`src/hdl/ecit_pkg.sv`:
```
package ecit_pkg;

   localparam int CHANNELS_DEFAULT      = 8;
   localparam int FAST_CHANNELS_DEFAULT = 4;
   localparam int COUNT_WIDTH_DEFAULT   = 16;

   localparam int ADDR_W   = 8;
   localparam int DATA_W   = 8;
   localparam int VEC_W    = 8;
   localparam int TARGET_W = 15;
   localparam int HOLD_W   = 15;
   localparam int CH_NUM_W = 3;
   localparam int CH_CMP_W = 5;

   localparam int REQ_TDATA_W = 16;
   localparam int RSP_TDATA_W = 24;

   localparam int SLOW_SCALE = 100;

   localparam logic [ADDR_W-1:0] LAST_SET_ADDR  = 8'h0F;
   localparam logic [ADDR_W-1:0] HOLD_BASE      = 8'h10;
   localparam logic [ADDR_W-1:0] LAST_HOLD_ADDR = 8'h17;

   localparam logic OP_TICK  = 1'b0;
   localparam logic OP_WRITE = 1'b1;

   typedef enum logic [1:0] {
      ST_IDLE,
      ST_TICK,
      ST_WRITE,
      ST_FINISH
   } state_type;

   typedef struct packed {
      logic                expired;
      logic [HOLD_W-1:0]   left;
   } alu_result_type;

endpackage

```
`src/hdl/ecit_alu.sv`:
```
module ecit_alu
   import ecit_pkg::*;
#(
   parameter int COUNT_WIDTH = COUNT_WIDTH_DEFAULT
) (
   input  logic [COUNT_WIDTH-1:0] count,
   input  logic [TARGET_W-1:0]    target,
   input  logic                   tick_mode,
   output logic [COUNT_WIDTH-1:0] count_inc,
   output alu_result_type         result
);

   logic [COUNT_WIDTH-1:0] operand;
   logic [COUNT_WIDTH-1:0] target_ext;
   logic                   reached;

   always_comb begin
      count_inc  = (count == '1) ? count : count + COUNT_WIDTH'(1);
      operand    = tick_mode ? count_inc : count;
      target_ext = COUNT_WIDTH'(target);
      reached    = operand >= target_ext;
      result.expired = reached && (target != '0);
      result.left    = reached ? '0 : HOLD_W'(target - operand[TARGET_W-1:0]);
   end

endmodule

```
`src/hdl/eight_channel_interval_timer_core.sv`:
```
// Interval timer with CHANNELS channels, each holding a target period, an
// interrupt vector and a saturating elapsed count. A request is either a
// tick (req_tuser = 0) or a bus write (req_tuser = 1) and always yields one
// response. Even addresses 0x00-0x0E load a target (value for channels below
// FAST_CHANNELS, value*100 for the rest), odd addresses load a vector, and
// both restart the channel; 0x10-0x17 return the ticks left on that channel.
// A tick advances every count and restarts expired channels from channel 0
// up to the first expired channel with a nonzero vector, which raises the
// interrupt; expired channels after it only advance. One count/compare/
// subtract unit visits one channel per cycle, through all channels in ST_TICK
// for a tick or the addressed one in ST_WRITE. A finished response waits in
// an output register while the next request is taken.
module eight_channel_interval_timer_core
   import ecit_pkg::*;
#(
   parameter int CHANNELS      = CHANNELS_DEFAULT,
   parameter int FAST_CHANNELS = FAST_CHANNELS_DEFAULT,
   parameter int COUNT_WIDTH   = COUNT_WIDTH_DEFAULT
) (
   input  logic                   clock,
   input  logic                   reset,
   input  logic                   req_tvalid,
   output logic                   req_tready,
   input  logic [REQ_TDATA_W-1:0] req_tdata,   // address[7:0], value[15:8]
   input  logic                   req_tuser,   // opcode[0]
   output logic                   rsp_tvalid,
   input  logic                   rsp_tready,
   output logic [RSP_TDATA_W-1:0] rsp_tdata,   // irq_vector[7:0], hold_ticks[22:8], zero[23]
   output logic                   rsp_tuser    // irq_valid[0]
);

   localparam int IDX_W = $clog2(CHANNELS);

   state_type state_ff, state_in;

   logic [IDX_W-1:0]       scan_idx_ff, scan_idx_in;
   logic                   op_ff;
   logic [ADDR_W-1:0]      addr_ff;
   logic [DATA_W-1:0]      val_ff;

   logic [COUNT_WIDTH-1:0] count_ff  [CHANNELS];
   logic [TARGET_W-1:0]    target_ff [CHANNELS];
   logic [VEC_W-1:0]       vector_ff [CHANNELS];

   logic                   fired_ff;
   logic [VEC_W-1:0]       res_vec_ff;
   logic [HOLD_W-1:0]      res_hold_ff;

   logic                   rsp_valid_ff;
   logic                   rsp_irq_ff;
   logic [VEC_W-1:0]       rsp_vec_ff;
   logic [HOLD_W-1:0]      rsp_hold_ff;

   logic                   req_fire;
   logic                   step_tick;
   logic                   step_write;
   logic                   finish_load;
   logic                   scan_last;
   logic                   slot_free;

   logic [CH_NUM_W-1:0]    ch_num;
   logic                   ch_exists;
   logic                   is_set;
   logic                   is_hold;
   logic                   ch_fast;
   logic [IDX_W-1:0]       sel_idx;
   logic [TARGET_W-1:0]    set_target;

   logic [COUNT_WIDTH-1:0] count_inc;
   alu_result_type         alu_res;

   always_comb begin
      is_set    = addr_ff <= LAST_SET_ADDR;
      is_hold   = !is_set && (addr_ff <= LAST_HOLD_ADDR);
      ch_num    = is_set ? addr_ff[CH_NUM_W:1] : CH_NUM_W'(addr_ff - HOLD_BASE);
      ch_exists = CH_CMP_W'(ch_num) < CH_CMP_W'(CHANNELS);
      ch_fast   = CH_CMP_W'(ch_num) < CH_CMP_W'(FAST_CHANNELS);
      sel_idx   = (state_ff == ST_TICK) ? scan_idx_ff : IDX_W'(ch_num);
      scan_last = scan_idx_ff == IDX_W'(CHANNELS - 1);
      slot_free = !rsp_valid_ff || rsp_tready;
      set_target = ch_fast ? TARGET_W'(val_ff)
                           : TARGET_W'({7'd0, val_ff} * TARGET_W'(SLOW_SCALE));
   end

   ecit_alu #(
      .COUNT_WIDTH (COUNT_WIDTH)
   ) u_alu (
      .count     (count_ff[sel_idx]),
      .target    (target_ff[sel_idx]),
      .tick_mode (state_ff == ST_TICK),
      .count_inc (count_inc),
      .result    (alu_res)
   );

   // next state
   always_comb begin
      state_in = state_ff;
      case (state_ff)
         ST_IDLE: begin
            if (req_tvalid) begin
               state_in = (req_tuser == OP_TICK) ? ST_TICK : ST_WRITE;
            end
         end
         ST_TICK: begin
            if (scan_last) begin
               state_in = ST_FINISH;
            end
         end
         ST_WRITE: begin
            state_in = ST_FINISH;
         end
         ST_FINISH: begin
            if (slot_free) begin
               state_in = ST_IDLE;
            end
         end
         default: begin
            state_in = ST_IDLE;
         end
      endcase
   end

   // control outputs
   always_comb begin
      req_tready  = 1'b0;
      step_tick   = 1'b0;
      step_write  = 1'b0;
      finish_load = 1'b0;
      case (state_ff)
         ST_IDLE: begin
            req_tready = 1'b1;
         end
         ST_TICK: begin
            step_tick = 1'b1;
         end
         ST_WRITE: begin
            step_write = 1'b1;
         end
         ST_FINISH: begin
            finish_load = slot_free;
         end
         default: begin
            req_tready = 1'b0;
         end
      endcase
   end

   assign req_fire    = req_tvalid && req_tready;
   assign scan_idx_in = step_tick ? scan_idx_ff + IDX_W'(1) : '0;

   always_ff @(posedge clock) begin
      if (reset) begin
         state_ff     <= ST_IDLE;
         scan_idx_ff  <= '0;
         fired_ff     <= 1'b0;
         rsp_valid_ff <= 1'b0;
         for (int i = 0; i < CHANNELS; i++) begin
            count_ff[i]  <= '0;
            target_ff[i] <= '0;
            vector_ff[i] <= '0;
         end
      end else begin
         state_ff    <= state_in;
         scan_idx_ff <= scan_idx_in;

         if (req_fire) begin
            fired_ff <= 1'b0;
         end

         // advance and restart one channel per cycle
         if (step_tick) begin
            if (alu_res.expired && !fired_ff) begin
               count_ff[sel_idx] <= '0;
               if (vector_ff[sel_idx] != '0) begin
                  fired_ff <= 1'b1;
               end
            end else begin
               count_ff[sel_idx] <= count_inc;
            end
         end

         if (step_write && is_set && ch_exists) begin
            if (addr_ff[0] == 1'b0) begin
               target_ff[sel_idx] <= set_target;
            end else begin
               vector_ff[sel_idx] <= val_ff;
            end
            count_ff[sel_idx] <= '0;
         end

         if (finish_load) begin
            rsp_valid_ff <= 1'b1;
         end else if (rsp_tready) begin
            rsp_valid_ff <= 1'b0;
         end
      end
   end

   always_ff @(posedge clock) begin
      if (req_fire) begin
         op_ff       <= req_tuser;
         addr_ff     <= req_tdata[ADDR_W-1:0];
         val_ff      <= req_tdata[ADDR_W +: DATA_W];
         res_vec_ff  <= '0;
         res_hold_ff <= '0;
      end
      if (step_tick && alu_res.expired && !fired_ff && (vector_ff[sel_idx] != '0)) begin
         res_vec_ff <= vector_ff[sel_idx];
      end
      if (step_write && is_hold && ch_exists) begin
         res_hold_ff <= alu_res.left;
      end
      if (finish_load) begin
         rsp_irq_ff  <= (op_ff == OP_TICK) && fired_ff;
         rsp_vec_ff  <= res_vec_ff;
         rsp_hold_ff <= res_hold_ff;
      end
   end

   assign rsp_tvalid = rsp_valid_ff;
   assign rsp_tuser  = rsp_irq_ff;
   assign rsp_tdata  = {1'b0, rsp_hold_ff, rsp_vec_ff};

endmodule

```
`config.mk`:
```
export PLATFORM = sky130hd
export DESIGN_NAME = eight_channel_interval_timer_core
export DESIGN_NICKNAME = d
export VERILOG_FILES = /design/src/hdl/ecit_pkg.sv /design/src/hdl/ecit_alu.sv /design/src/hdl/eight_channel_interval_timer_core.sv
export SDC_FILE = /design/constraint.sdc
export NUM_CORES = 1
export LEC_CHECK = 0
export ABC_AREA = 1
export BUFFER_PORTS_ARGS = -buffer_cell sky130_fd_sc_hd__clkbuf_2
export CAP_MARGIN = 20
export CORE_MARGIN = 2
export CORE_UTILIZATION = 60
export DETAILED_ROUTE_END_ITERATION = 7
export PLACE_DENSITY_LB_ADDON = 0.12
export SYNTH_ARGS = -nofsm -noshare
export SYNTH_HDL_FRONTEND = slang
export SYNTH_SLANG_ARGS = --single-unit
```
`constraint.sdc`:
```
create_clock -name clock -period 8.5 [get_ports clock]
set_clock_uncertainty 0.05 [all_clocks]
set_input_delay 0.85 -clock clock [delete_from_list [all_inputs] [get_ports clock]]
set_output_delay 0.85 -clock clock [all_outputs]
set_load 0.01 [all_outputs]
```
==> results.json <==
{
  "utilization_pct": 66.2,
  "r2r_cells": 32,
  "dpl.cell_count": 2502,
  "wire_per_inst_um": 19.7,
  "grt-ovfl-total": 0,
  "whs_path_depth": 0,
  "outcome": "finished, final reports clean",
  "wl_um": 50600,
  "rsz0062_at_grt": "no",
  "worst_r2r_endpoint": "res_hold_ff[11]$_SDFFCE_PP0P_",
  "p_clk_share_pct": 23.1,
  "power_per_cell_area_mw_per_mm2": 361,
  "synth_cell_type_count": 52,
  "clkTransAtPathRegs_ns": 0.06,
  "numCtsBuffers": 42,
  "slew_viol_final": 0,
  "synthesis.instances": 2066,
  "first_pass_iters": 5,
  "p_total_mw": 7.73,
  "drive_gt1_share_pct": 9.34,
  "synthesis.nets": 2155,
  "clock.fmax_ghz": 0.139,
  "cts_tree": "done",
  "synth_top_family_by_area": "simple AND/OR/NAND/NOR gates",
  "worstHoldEndpoint": "rsp_hold_ff[6]$_DFFE_PP_",
  "cts_max_path_buffers": 3,
  "std_cell_rows": 66,
  "finalSetupViolCount": 0,
  "syn_area_mm2": 0.0196,
  "pre_cts_slack_ns": 1.39,
  "track_usage_pct": 30.3,
  "switching_share_pct": 44.1,
  "initial_utilization_pct": 60.6,
  "portBuffers": 46,
  "final_cells": 2573,
  "peakVddDrop_mv": 0.233,
  "seq_area_frac_synth_pct": 58.3,
  "core_mm2": 0.0324,
  "cp_num_buf_inv": 5,
  "h-tree-depth": 2,
  "synth_compound_area_share_pct": 4.67,
  "synth.avg_cell_area_um2": 9.49,
  "worst_setup_path_end_kind": "register",
  "cpPeakStageDelay_ns": 0.85,
  "grt_first_pass_wirelength_um": 77200,
  "via_per_inst": 5.61,
  "diodes": 0,
  "p_leak_nw": 8.95,
  "drc": 0,
  "post_cts_resized": 0,
  "postCtsSetupRepairBufs": 0,
  "die_height_um": 185,
  "cpMostUsedCell": "nand2_1",
  "worst_pin_slew_ns": 1.12,
  "synth_mux_area_share_pct": 0,
  "synth-simple-area-share_pct": 24.6,
  "worstPathArrival_ns": 7.41,
  "die_x_um": 185,
  "cts_root_buf": "clkbuf_16",
  "clock_sinks": 383,
  "synthAdderAreaFrac_pct": 4.49,
  "hold_violations": 0,
  "power_frac_comb_pct": 47.0,
  "setup_tns_ns": 0,
  "ys_warn_count": 0,
  "holdWs_ns": 0.369,
  "r2r_start": "state_ff[1]$_SDFFE_PP0P_",
  "slowest_stage": "or2_1",
  "synth_edf_count": 376,
  "synthArstFlopShare_pct": 0,
  "drt_iter0_drc": 1428,
  "period_needed_ns": 7.21,
  "synth-xor-area-share_pct": 1.12,
  "pwr-share-seq_pct": 29.8,
  "antenna_found_initial": 0,
  "grt_max_degree": 55,
  "timing.final.crit_share_pct": 84.9,
  "crit_required_ns": 8.69,
  "crit_fanout": 54,
  "p_sw_mw": 3.40,
  "die-area_mm2": 0.0342,
  "io-pin-count": 48,
  "postPlaceCellArea_mm2": 0.0201,
  "worst_path_dominant_cell_family": "simple AND/OR/NAND/NOR gates",
  "clk_latency_ns": 0.54,
  "critPathLaunchType": "register",
  "dp_hpwl_um": 33800,
  "slew-limit-headroom_pct": 25.6,
  "postRouteAntennaNets": 0,
  "synth_ff_type": "edfxtp_1",
  "cap_violations": 0,
  "gp_congestion": 0.975,
  "nets": 2193,
  "reg2reg_slack_ns": 1.29,
  "min_from": "res_hold_ff[6]$_SDFFCE_PP0P_",
  "synth-seq-cells": 383,
  "fin_ws_ns": 1.29,
  "vias": 14400,
  "final_cell_area_mm2": 0.0214,
  "min_path_type": "reg2reg",
  "crit_type": "reg2reg",
  "syn2layout_area_growth_pct": 9.18,
  "grt_pass1_vias": 13600,
  "power.internal_mw": 4.32,
  "postCtsHoldBufs": 0
}
-- Yosys cell counts (all sizes together), types with 2 or more instances --
cell	instances	area [um2]
dfxtp	7	140
nor3	4	20.0
clkbuf	29	109
a21oi	61	309
edfxtp	376	11300
a22oi	31	238
a31oi	2	12.5
a211oi	3	22.5
inv	221	830
o21ai	44	220
xnor2	7	61.3
ha	64	801
nand4	15	93.8
xor2	18	158
clkinv	5	18.8
and2	6	37.5
nand2	567	2190
fa	4	80.1
or2	6	37.5
o21bai	3	22.5
a221oi	3	26.3
and3	3	18.8
nand3	59	460
nor2	457	1860
o2111ai	2	17.5
buf	47	382
nand3b	14	105
-- kinds of logic after synthesis --
group,after synthesis
and+or+nand+nor,1132
DFF,383
buffers and inverters,302
AOI/OAI and AO/OA,155
adders and majority gates,68
xor gates and xnor gates,25
other,1
-- registers in the layout (all words and copies together) (netlist names) --
signal / cells
count_ff: 128
target_ff: 120
vector_ff: 64
res_hold_ff: 15
rsp_hold_ff: 15
addr_ff: 8
res_vec_ff: 8
rsp_vec_ff: 8
val_ff: 8
scan_idx_ff: 3
state_ff: 2
fired_ff: 1
op_ff: 1
rsp_tuser: 1
rsp_tvalid: 1
-- layout by cell type, fill, tap and decap left out, drive strengths merged, types with 7 or more instances in the layout --
cell type / synthesis / final
dfxtp: 7 / 7
a22oi: 31 / 31
nand3b: 14 / 14
ha: 64 / 64
nand3: 59 / 59
buf: 47 / 24
clkbuf: 29 / 98
inv: 221 / 224
clkinv: 5 / 16
a21oi: 61 / 61
xnor2: 7 / 7
nand4: 15 / 15
nand2: 567 / 567
nor2: 457 / 457
edfxtp: 376 / 376
o21ai: 44 / 44
xor2: 18 / 18
-- worst reg2reg max path: cells and delay by family, from the launching register on --
kind            cells  cell delay [ns]
compound gates      4             0.70
fa+ha+maj           2             0.72
buf+inv             5             1.16
flops               1             0.35
simple gates       21             3.96
-- metal layers --
layer	vias to the layer above	part of all wire (%)	wire length, um	track usage [%]
met2	715	45	23000	47.0
met1	6850	43	21700	44.8
met3	90	9.4	4760	4.23
met5	-	0	0	0
li1	6786	-	-	-
met4	0	2.3	1180	8.79
-- cell type report --
class / count / area, um2
sequential: 383 / 11400
fill: 2625 / 11000
multi-input combinational: 1381 / 6850
clock buffer: 52 / 1110
inverter: 226 / 848
tap: 442 / 553
timing repair buffer: 70 / 408
clock inverter: 19 / 214
-- power by group through the flow --
| stage | sequential (mW) | combinational [mW] | clock [mW] |
|---|---|---|---|
| after floorplan | 2.32 | 2.66 | 0 |
| after global placement | 2.34 | 3.55 | 0 |
| after detailed placement | 2.34 | 3.57 | 0 |
| after CTS | 2.31 | 3.59 | 1.79 |
| after global routing | 2.32 | 4.02 | 1.86 |
| final | 2.31 | 3.64 | 1.79 |
-- how the worst max path moves through the flow --
stage,to,cells after the start,from,slack [ns]
5_1_grt,res_hold_ff[11]$_SDFFCE_PP0P_,33,state_ff[1]$_SDFFE_PP0P_,0.56
3_5_place_dp,res_hold_ff[11]$_SDFFCE_PP0P_,33,state_ff[1]$_SDFFE_PP0P_,1.39
2_1_floorplan,res_hold_ff[10]$_SDFFCE_PP0P_,40,state_ff[1]$_SDFFE_PP0P_,3.43
6_report,res_hold_ff[11]$_SDFFCE_PP0P_,32,state_ff[1]$_SDFFE_PP0P_,1.29
3_3_place_gp,res_hold_ff[11]$_SDFFCE_PP0P_,33,state_ff[1]$_SDFFE_PP0P_,1.62
4_1_cts,res_hold_ff[11]$_SDFFCE_PP0P_,33,state_ff[1]$_SDFFE_PP0P_,1.33
Power figures use the tool's default switching activity.
